===== src/rtl/rsd_pkg.sv =====
// ============================================================================
// rsd_pkg: shared types and constants of the ROM image stream deframer
// Section and status codes, header layout constants and the stage payloads.
// ============================================================================
package rsd_pkg;

    localparam int OFFSET_W = 22;
    localparam int SIZE_W   = OFFSET_W + 1;

    // Section / phase codes
    localparam logic [2:0] PH_HEADER    = 3'd0;
    localparam logic [2:0] PH_TRAINER   = 3'd1;
    localparam logic [2:0] PH_PROGRAM   = 3'd2;
    localparam logic [2:0] PH_CHARACTER = 3'd3;
    localparam logic [2:0] PH_INST      = 3'd4;
    localparam logic [2:0] PH_PROM      = 3'd5;
    localparam logic [2:0] PH_TITLE     = 3'd6;
    localparam logic [2:0] PH_DISCARD   = 3'd7;

    // Status codes
    localparam logic [3:0] ST_RUNNING     = 4'd0;
    localparam logic [3:0] ST_DONE        = 4'd1;
    localparam logic [3:0] ST_SHORT_HDR   = 4'd2;
    localparam logic [3:0] ST_BAD_MAGIC   = 4'd3;
    localparam logic [3:0] ST_BAD_PADDING = 4'd4;
    localparam logic [3:0] ST_SHORT_BASE  = 4'd4;  // short code = phase + base

    // Section sizes and header layout
    localparam logic [SIZE_W-1:0]   HEADER_SIZE  = SIZE_W'(16);
    localparam logic [SIZE_W-1:0]   TRAINER_SIZE = SIZE_W'(512);
    localparam logic [SIZE_W-1:0]   INST_SIZE    = SIZE_W'(8192);
    localparam logic [SIZE_W-1:0]   PROM_SIZE    = SIZE_W'(32);
    localparam logic [SIZE_W-1:0]   TITLE_MAX    = SIZE_W'(127);
    localparam logic [OFFSET_W-1:0] OFFSET_MAX   = {OFFSET_W{1'b1}};

    localparam logic [OFFSET_W-1:0] HDR_PRG_POS  = OFFSET_W'(4);
    localparam logic [OFFSET_W-1:0] HDR_CHR_POS  = OFFSET_W'(5);
    localparam logic [OFFSET_W-1:0] HDR_FLG6_POS = OFFSET_W'(6);
    localparam logic [OFFSET_W-1:0] HDR_FLG7_POS = OFFSET_W'(7);
    localparam logic [OFFSET_W-1:0] HDR_PAD_POS  = OFFSET_W'(11);
    localparam logic [OFFSET_W-1:0] MAGIC_LEN    = OFFSET_W'(4);

    typedef struct packed {
        logic [7:0] data_byte;
        logic       last_byte;
    } t_item;

    typedef struct packed {
        logic [2:0]          section;
        logic [OFFSET_W-1:0] offset;
        logic [7:0]          byte_out;
        logic [3:0]          status;
    } t_result;

    function automatic logic [7:0] magic_byte(input logic [1:0] idx);
        case (idx)
            2'd0:    magic_byte = 8'h4E;
            2'd1:    magic_byte = 8'h45;
            2'd2:    magic_byte = 8'h53;
            default: magic_byte = 8'h1A;
        endcase
    endfunction

endpackage


===== src/rtl/rom_image_stream_deframer.sv =====
// ============================================================================
// rom_image_stream_deframer: cartridge image byte tagger
// Splits a byte stream into header, trainer, program, character, instruction
// ROM, PROM, title and discard sections, with offsets and file status.
// ============================================================================
// Each byte passes through the input register, then the result register.
// Throughput: 1 byte per cycle unless i_out_stall holds the result; the state
// update is one pass of counter and compare logic between the two registers.
// Reset: synchronous, active low; clears the file state, the padding-check
// register and both stage valids. No clearing pass is needed.
module rom_image_stream_deframer (
    input  logic        i_clk,
    input  logic        i_rst_n,
    input  logic        i_cfg_wr_en,
    input  logic        i_cfg_wr_data,
    input  logic        i_in_valid,
    output logic        o_in_stall,
    input  logic [7:0]  i_data_byte,
    input  logic        i_last_byte,
    output logic        o_out_valid,
    input  logic        i_out_stall,
    output logic [2:0]  o_section,
    output logic [21:0] o_offset,
    output logic [7:0]  o_byte_out,
    output logic [3:0]  o_status
);
    import rsd_pkg::*;

    t_item   w_in_item;
    t_item   w_held_item;
    t_result w_core_result;
    t_result w_out_result;
    logic    w_held_valid;
    logic    w_out_ready;
    logic    w_advance;

    assign w_in_item.data_byte = i_data_byte;
    assign w_in_item.last_byte = i_last_byte;

    // Advance the held transaction whenever the result register has room;
    // the core state updates in the same edge.
    assign w_advance = w_held_valid && w_out_ready;

    rsd_in_stage u_in_stage (
        .i_clk      (i_clk),
        .i_rst_n    (i_rst_n),
        .i_in_valid (i_in_valid),
        .o_in_stall (o_in_stall),
        .i_item     (w_in_item),
        .i_advance  (w_advance),
        .o_valid    (w_held_valid),
        .o_item     (w_held_item)
    );

    rsd_core u_core (
        .i_clk         (i_clk),
        .i_rst_n       (i_rst_n),
        .i_cfg_wr_en   (i_cfg_wr_en),
        .i_cfg_wr_data (i_cfg_wr_data),
        .i_advance     (w_advance),
        .i_item        (w_held_item),
        .o_result      (w_core_result)
    );

    // Result register parts the two sides: a stalled result blocks the input
    // register from taking the next byte only while it already holds one.
    rsd_out_stage u_out_stage (
        .i_clk       (i_clk),
        .i_rst_n     (i_rst_n),
        .i_load      (w_held_valid),
        .i_result    (w_core_result),
        .o_ready     (w_out_ready),
        .o_out_valid (o_out_valid),
        .i_out_stall (i_out_stall),
        .o_result    (w_out_result)
    );

    assign o_section  = w_out_result.section;
    assign o_offset   = w_out_result.offset;
    assign o_byte_out = w_out_result.byte_out;
    assign o_status   = w_out_result.status;

    // Input side stalls only when both stages are full and downstream holds
    a_stall_cause: assert property (@(posedge i_clk) disable iff (!i_rst_n)
        o_in_stall |-> (o_out_valid && i_out_stall && w_held_valid))
        else $error("input stalled without a full pipeline");

    a_magic_sect: assert property (@(posedge i_clk) disable iff (!i_rst_n)
        (o_out_valid && o_status == ST_BAD_MAGIC)
            |-> (o_section == PH_HEADER || o_section == PH_DISCARD))
        else $error("bad magic reported outside header or discard");

    a_title_bound: assert property (@(posedge i_clk) disable iff (!i_rst_n)
        (o_out_valid && o_section == PH_TITLE)
            |-> ({1'b0, o_offset} < TITLE_MAX))
        else $error("title offset beyond title length");

endmodule


===== src/rtl/rsd_in_stage.sv =====
// ============================================================================
// rsd_in_stage: input register
// Captures one byte transaction and holds it until the core advances it.
// ============================================================================
module rsd_in_stage (
    input  logic          i_clk,
    input  logic          i_rst_n,
    input  logic          i_in_valid,
    output logic          o_in_stall,
    input  rsd_pkg::t_item i_item,
    input  logic          i_advance,
    output logic          o_valid,
    output rsd_pkg::t_item o_item
);
    import rsd_pkg::*;

    logic  r_valid;
    t_item r_item;
    logic  w_load;

    // Room when empty or when the held transaction leaves this cycle
    assign o_in_stall = r_valid && !i_advance;
    assign w_load     = i_in_valid && !o_in_stall;

    always_ff @(posedge i_clk) begin
        if (!i_rst_n) begin
            r_valid <= 1'b0;
        end else if (w_load) begin
            r_valid <= 1'b1;
        end else if (i_advance) begin
            r_valid <= 1'b0;
        end
    end

    always_ff @(posedge i_clk) begin
        if (w_load) begin
            r_item <= i_item;
        end
    end

    assign o_valid = r_valid;
    assign o_item  = r_item;

endmodule


===== src/rtl/rsd_core.sv =====
// ============================================================================
// rsd_core: deframing state and tagging logic
// Tracks section and offset, checks the header and forms one result per byte.
// ============================================================================
module rsd_core (
    input  logic            i_clk,
    input  logic            i_rst_n,
    input  logic            i_cfg_wr_en,
    input  logic            i_cfg_wr_data,
    input  logic            i_advance,
    input  rsd_pkg::t_item  i_item,
    output rsd_pkg::t_result o_result
);
    import rsd_pkg::*;

    logic                r_enforce;
    logic [2:0]          r_phase,   n_phase;
    logic [OFFSET_W-1:0] r_off,     n_off;
    logic [7:0]          r_prg,     n_prg;
    logic [7:0]          r_chr,     n_chr;
    logic                r_trn,     n_trn;
    logic                r_arc,     n_arc;
    logic                r_mm,      n_mm;
    logic                r_pad,     n_pad;
    logic [3:0]          r_err,     n_err;

    logic [SIZE_W-1:0]   w_off_inc;
    logic [SIZE_W-1:0]   w_size;
    logic                w_complete;
    logic [5:0]          w_present;
    logic [2:0]          w_next;
    logic [3:0]          w_status;

    function automatic logic [2:0] next_required(input logic [2:0] p,
                                                 input logic [5:0] present);
        logic       found;
        logic [2:0] q;
        found = 1'b0;
        next_required = PH_TITLE;
        for (int k = 1; k <= 5; k++) begin
            q = 3'(k);
            if (!found && q > p && present[k]) begin
                found = 1'b1;
                next_required = q;
            end
        end
    endfunction

    function automatic logic [3:0] short_code(input logic [2:0] p);
        short_code = (p == PH_HEADER) ? ST_SHORT_HDR : ST_SHORT_BASE + 4'(p);
    endfunction

    always_comb begin
        case (r_phase)
            PH_HEADER:    w_size = HEADER_SIZE;
            PH_TRAINER:   w_size = r_trn ? TRAINER_SIZE : '0;
            PH_PROGRAM:   w_size = {1'b0, r_prg, 14'b0};
            PH_CHARACTER: w_size = {2'b0, r_chr, 13'b0};
            PH_INST:      w_size = r_arc ? INST_SIZE : '0;
            PH_PROM:      w_size = r_arc ? PROM_SIZE : '0;
            default:      w_size = '0;
        endcase
    end

    assign w_off_inc  = {1'b0, r_off} + SIZE_W'(1);
    assign w_complete = w_off_inc >= w_size;
    assign w_present  = {r_arc, r_arc, (r_chr != 8'd0), (r_prg != 8'd0), r_trn, 1'b1};
    assign w_next     = next_required(r_phase, w_present);

    always_comb begin
        n_phase  = r_phase;
        n_off    = r_off;
        n_prg    = r_prg;
        n_chr    = r_chr;
        n_trn    = r_trn;
        n_arc    = r_arc;
        n_mm     = r_mm;
        n_pad    = r_pad;
        n_err    = r_err;
        w_status = ST_RUNNING;

        if (r_phase <= PH_PROM) begin
            if (r_phase == PH_HEADER) begin
                if (r_off < MAGIC_LEN && i_item.data_byte != magic_byte(r_off[1:0])) begin
                    n_mm = 1'b1;
                end
                if (r_off == HDR_PRG_POS)  n_prg = i_item.data_byte;
                if (r_off == HDR_CHR_POS)  n_chr = i_item.data_byte;
                if (r_off == HDR_FLG6_POS) n_trn = i_item.data_byte[2];
                if (r_off == HDR_FLG7_POS) n_arc = i_item.data_byte[1];
                if (r_off >= HDR_PAD_POS && i_item.data_byte != 8'd0) begin
                    n_pad = 1'b1;
                end
                if (w_complete) begin
                    if (n_mm) begin
                        n_err = ST_BAD_MAGIC;
                    end else if (r_enforce && n_pad) begin
                        n_err = ST_BAD_PADDING;
                    end
                end
            end
            if (n_err != ST_RUNNING) begin
                w_status = n_err;
                n_phase  = PH_DISCARD;
                n_off    = '0;
            end else if (w_complete) begin
                if (i_item.last_byte) begin
                    w_status = (w_next <= PH_PROM) ? short_code(w_next) : ST_DONE;
                end
                n_phase = w_next;
                n_off   = '0;
            end else begin
                if (i_item.last_byte) begin
                    w_status = short_code(r_phase);
                end
                n_off = w_off_inc[OFFSET_W-1:0];
            end
        end else if (r_phase == PH_TITLE) begin
            if (i_item.last_byte) begin
                w_status = ST_DONE;
            end
            if (w_off_inc >= TITLE_MAX) begin
                n_phase = PH_DISCARD;
                n_off   = '0;
            end else begin
                n_off = w_off_inc[OFFSET_W-1:0];
            end
        end else begin
            if (r_err != ST_RUNNING) begin
                w_status = r_err;
            end else if (i_item.last_byte) begin
                w_status = ST_DONE;
            end
            if (r_off != OFFSET_MAX) begin
                n_off = w_off_inc[OFFSET_W-1:0];
            end
        end

        // Final byte: drop all file state, next byte opens a new header
        if (i_item.last_byte) begin
            n_phase = PH_HEADER;
            n_off   = '0;
            n_prg   = '0;
            n_chr   = '0;
            n_trn   = 1'b0;
            n_arc   = 1'b0;
            n_mm    = 1'b0;
            n_pad   = 1'b0;
            n_err   = ST_RUNNING;
        end
    end

    always_ff @(posedge i_clk) begin
        if (!i_rst_n) begin
            r_enforce <= 1'b0;
        end else if (i_cfg_wr_en) begin
            r_enforce <= i_cfg_wr_data;
        end
    end

    always_ff @(posedge i_clk) begin
        if (!i_rst_n) begin
            r_phase <= PH_HEADER;
            r_off   <= '0;
            r_prg   <= '0;
            r_chr   <= '0;
            r_trn   <= 1'b0;
            r_arc   <= 1'b0;
            r_mm    <= 1'b0;
            r_pad   <= 1'b0;
            r_err   <= ST_RUNNING;
        end else if (i_advance) begin
            r_phase <= n_phase;
            r_off   <= n_off;
            r_prg   <= n_prg;
            r_chr   <= n_chr;
            r_trn   <= n_trn;
            r_arc   <= n_arc;
            r_mm    <= n_mm;
            r_pad   <= n_pad;
            r_err   <= n_err;
        end
    end

    assign o_result.section  = r_phase;
    assign o_result.offset   = r_off;
    assign o_result.byte_out = i_item.data_byte;
    assign o_result.status   = w_status;

    a_err_discard: assert property (@(posedge i_clk) disable iff (!i_rst_n)
        (r_err != ST_RUNNING) |-> (r_phase == PH_DISCARD))
        else $error("latched error outside discard phase");

    a_hdr_bound: assert property (@(posedge i_clk) disable iff (!i_rst_n)
        (r_phase == PH_HEADER) |-> (r_off < HEADER_SIZE[OFFSET_W-1:0]))
        else $error("header offset past header end");

endmodule


===== src/rtl/rsd_out_stage.sv =====
// ============================================================================
// rsd_out_stage: result register
// Holds one tagged byte until the downstream side takes it.
// ============================================================================
module rsd_out_stage (
    input  logic             i_clk,
    input  logic             i_rst_n,
    input  logic             i_load,
    input  rsd_pkg::t_result i_result,
    output logic             o_ready,
    output logic             o_out_valid,
    input  logic             i_out_stall,
    output rsd_pkg::t_result o_result
);
    import rsd_pkg::*;

    logic    r_valid;
    t_result r_result;

    assign o_ready = !r_valid || !i_out_stall;

    always_ff @(posedge i_clk) begin
        if (!i_rst_n) begin
            r_valid <= 1'b0;
        end else if (o_ready) begin
            r_valid <= i_load;
        end
    end

    always_ff @(posedge i_clk) begin
        if (o_ready && i_load) begin
            r_result <= i_result;
        end
    end

    assign o_out_valid = r_valid;
    assign o_result    = r_result;

endmodule

===== config.mk =====
export PLATFORM = sky130hd
export DESIGN_NAME = rom_image_stream_deframer
export DESIGN_NICKNAME = d
export VERILOG_FILES = /design/src/rtl/rsd_pkg.sv /design/src/rtl/rom_image_stream_deframer.sv /design/src/rtl/rsd_in_stage.sv /design/src/rtl/rsd_core.sv /design/src/rtl/rsd_out_stage.sv
export SDC_FILE = /design/constraint.sdc
export NUM_CORES = 1
export LEC_CHECK = 0
export BUFFER_PORTS_ARGS = -buffer_cell sky130_fd_sc_hd__buf_4
export CAP_MARGIN = 10
export CORE_UTILIZATION = 49
export CTS_CLUSTER_DIAMETER = 40
export DETAILED_ROUTE_END_ITERATION = 10
export GPL_TIMING_DRIVEN = 0
export PLACE_DENSITY = 0.68
export SYNTH_ARGS = -nofsm -noshare
export SYNTH_HDL_FRONTEND = slang
export SYNTH_SLANG_ARGS = --single-unit

===== constraint.sdc =====
create_clock -name i_clk -period 5.84 [get_ports i_clk]
set_input_delay 0.292 -clock i_clk [delete_from_list [all_inputs] [get_ports i_clk]]
set_output_delay 0.292 -clock i_clk [all_outputs]
set_load 0.005 [all_outputs]

==> impl_summary.log <==
[metrics] result of the run: complete, no violations
[metrics] mean instance size in the synthesized netlist: 9.54 um^2
[metrics] final number of hold-violating endpoints: 0
[metrics] H-tree depth: 3
[metrics] cell internal power dissipation: 0.00102 W
[metrics] maximum number of pins on one net before global-route repair: 42
[metrics] Die X-Extent: 106 um
[metrics] Power per Cell Area: 218 nW/um^2
[metrics] post-synthesis instance total: 553
[metrics] post-route ant nets: 0
[metrics] worst flop-to-flop path endpoint: u_core.r_phase[0]$_SDFFE_PN0P_
[metrics] hold_ws: 86.1 ps
[metrics] Hold WC Path Type: in2reg
[metrics] number of vias per cell after detailed routing: 6.01
[metrics] clock transition time at the flip-flop clock pins of the worst setup and hold paths: 100 ps
[metrics] Net Sw Frac: 22.9%
[metrics] final routed wire length divided by cell count: 17.9 um
[metrics] upper clock frequency limit: 186 MHz
[metrics] global-route wire length before repair: 21900 um
[metrics] number of top-level design ports: 54
[metrics] kind of capture point of the worst setup path: register
[metrics] type of origin of the critical path: register
[metrics] setup-violating endpoint count in the final report: 0
[metrics] depth of the worst hold-timing path: 1
[metrics] number of hold-repair buffers added at the cts stage: 0
[metrics] Post-synth ARST share: 0%
[metrics] number of cells on the worst reg-to-reg path: 16
[metrics] arrival time of the worst setup path: 5720 ps
[metrics] buffer cell driving the clock tree root: clkbuf_8
[metrics] start-to-end type of the worst setup path: reg2reg
[metrics] HPWL after detailed placement: 9800 um
[metrics] deepest clock path buffer count: 2
[metrics] part of the total power dissipated in sequential elements: 56.9%
[metrics] count of cells resized by post-cts repair: 0
[metrics] CTS buffer count: 9
[metrics] setup repair after global routing missed its margin: false
[metrics] Initial DRC Count: 341
[metrics] GRT Residual Overflow: 0
[metrics] number of diodes: 0
[metrics] initial antenna violation count: 0
[metrics] nets: 647
[metrics] worst-path fanout max: 10
[metrics] most frequently used flop master after synthesis: dfxtp_1
[metrics] relative slew slack: 21.2%
[metrics] most numerous cell types in the synthesized netlist: 63 x nand2_1, 52 x dfxtp_1, 46 x edfxtp_1
[metrics] die extent in y: 106 um
[metrics] Slew @ Worst Pin: 1180 ps
[metrics] top cells by area in the synthesized netlist: edfxtp_1 26%, dfxtp_1 20%, nand2_1 4.5%
[metrics] post-synth net total: 584
[metrics] setup slack of the worst register-to-register path: 450 ps
[metrics] area delta synth->final: 14.7%
[metrics] sequential element share of the synthesized area: 45.9%
[metrics] count of buffers added by post-CTS timing repair for setup: 0
[metrics] count leader, synth: nand2_1
[metrics] number of distinct library cells after synthesis: 62
[metrics] wire length reported by the detailed router: 13500 um
[metrics] count of flip-flops with a built-in enable after synthesis: 46
[metrics] flip-flop and latch count after synthesis: 98
[metrics] share of final-layout standard cells stronger than drive strength 1: 14.7%
[metrics] cell area after synthesis: 5280 um^2
[metrics] CTS tree: done
[metrics] fin. max-slew vios: 0
[metrics] leakage: 2.21 nW
[metrics] vias in the first global route: 4312
[metrics] post-synthesis cell type with the largest combined area: edfxtp_1
[metrics] part of the power in the clock network: 35.9%
[metrics] Hold Path Sink: u_in_stage.o_item[6]$_DFFE_PP_
[metrics] routability congestion estimate: 0.886
[metrics] aggregate global-route resource usage: 25.4%
[metrics] portion of total power attributed to combinational logic: 7.2%
[metrics] maxcap violations: 0
[metrics] first element of the critical path: u_core.r_off[1]$_SDFFE_PN0P_
[metrics] Starting Density: 50.9%
[metrics] vias after detailed routing: 4552
[metrics] clock network latency to the later pin of the worst-skew pair: 380 ps
[metrics] worst vdd ir: 0.117 mV
[metrics] minimum clock period after layout: 5390 ps
[metrics] drc violations: 0
[metrics] skew final: 9.11 ps
[metrics] area of the placeable core: 10400 um^2
[metrics] launch point of the worst hold path: i_data_byte[5]
[metrics] Warnings, synthesis: 0
[metrics] required time at the worst-slack endpoint: 6170 ps
[metrics] Initial DRT Pass Iterations: 5
[metrics] switching power total: 0.000301 W
[metrics] startpoint of the worst-slack reg-to-reg timing path: u_core.r_off[1]$_SDFFE_PN0P_
[metrics] Port Buf Inserts: 52
[metrics] # rows: 37
[metrics] final worst-path cycle share: 92.3%
[metrics] clk sink count: 98
[metrics] total die area: 11200 um^2
[metrics] post-synth top area share: 26.2%
[metrics] setup total negative slack: 0 ps
## through the flow
step / util, % / instances / setup WS (ps) / instance area (um^2) / total power [W]
floorplan: - / 553 / 1710 / 5280 / 0.000814
global placement: 56.3 / 741 / 243 / 5840 / 0.000858
detailed placement: 56.3 / 741 / 239 / 5840 / 0.000860
CTS: 58.3 / 757 / 199 / 6050 / 0.00132
global route: 58.4 / 757 / 119 / 6050 / 0.00137
finish: 58.4 / 757 / 450 / 6050 / 0.00132
## sequential cells by signal (all words and copies together), names as in the netlist, 3 cells and up
signal / flops
u_out_stage.o_result: 37
u_core.r_off: 22
u_in_stage.o_item: 9
u_core.r_chr: 8
u_core.r_prg: 8
u_core.r_err: 4
u_core.r_phase: 3
## layout make-up
type	count	area (um^2)
sequential	98	2420
fill	951	4320
timing repair buffer	52	390
multi-input combinational	410	2680
tap	136	170
inverter	12	45.0
clock buffer	10	128
clock inverter	6	81.3
buffer	33	139
## layout by cell type (no fill, tap or decap), types with 10 or more instances in the layout
cell / Yosys / final
nor2_1: 43 / 43
nand2_1: 63 / 63
nand3_1: 24 / 24
and3_1: 10 / 10
xnor2_1: 19 / 19
inv_1: 11 / 10
o21ai_0: 15 / 15
a21oi_1: 30 / 30
nor4_1: 17 / 16
and2_1: 12 / 12
mux2i_1: 18 / 18
dfxtp_1: 52 / 52
buf_4: 0 / 52
nor2b_1: 10 / 10
nor3_1: 12 / 12
ha_1: 16 / 16
edfxtp_1: 46 / 46
nand4_1: 12 / 12
clkbuf_1: 23 / 24
o2111ai_1: 12 / 12
## logic make-up after synthesis
logic type / after synthesis / share of synthesized area [%]
adder cells (fa/ha/maj): 16 / 3.79
XOR/XNOR: 27 / 4.48
buffers and inverters: 45 / 3.49
flip-flops: 98 / 45.9
AO/OA/AOI/OAI: 110 / 14.5
AND/OR/NAND/NOR: 232 / 23.0
multiplexers: 25 / 4.91
## worst max-delay path by stage
stage                                        endpoint  slack [ps]  cells after the start
detailed placement     u_core.r_phase[0]$_SDFFE_PN0P_         240                     16
floorplan           u_out_stage.o_result[1]$_DFFE_PP_        1710                     16
global route            u_core.r_off[15]$_SDFFE_PN0P_         120                     16
CTS                      u_core.r_off[5]$_SDFFE_PN0P_         200                     16
finish                 u_core.r_phase[0]$_SDFFE_PN0P_         450                     16
global placement       u_core.r_phase[0]$_SDFFE_PN0P_         240                     16
## power by group through the flow
stage	Sequential (W)	Clock (W)	Combinational (W)
finish	0.000750	0.000473	0.0000947
global route	0.000752	0.000512	0.000103
CTS	0.000750	0.000480	0.0000945
detailed placement	0.000766	0	0.0000939
global placement	0.000766	0	0.0000929
floorplan	0.000764	0	0.0000500
## critical path: stages (launching register included)
cell and delay [ps]:
dfxtp_1 590, ha_1 220, clkbuf_1 320, nand4_1 320
nor4_2 460, and3_1 260, xor2_1 350, ha_1 320
a21o_1 170, a21oi_1 130, o21ai_0 110, a2111oi_0 510
o211ai_1 320, o21a_1 320, a31oi_1 260, clkbuf_1 460
a22o_1 220
## per-layer routing
metal,wire length [um],track usage [%],share of wire (%),vias to the layer above
met5,0,0,0,-
met4,317,10.0,2.3,0
met3,823,4.64,6.1,26
met2,6640,42.6,49,179
met1,5750,32.2,43,2153
li1,-,-,-,2194
Power figures use the tool's default switching activity.
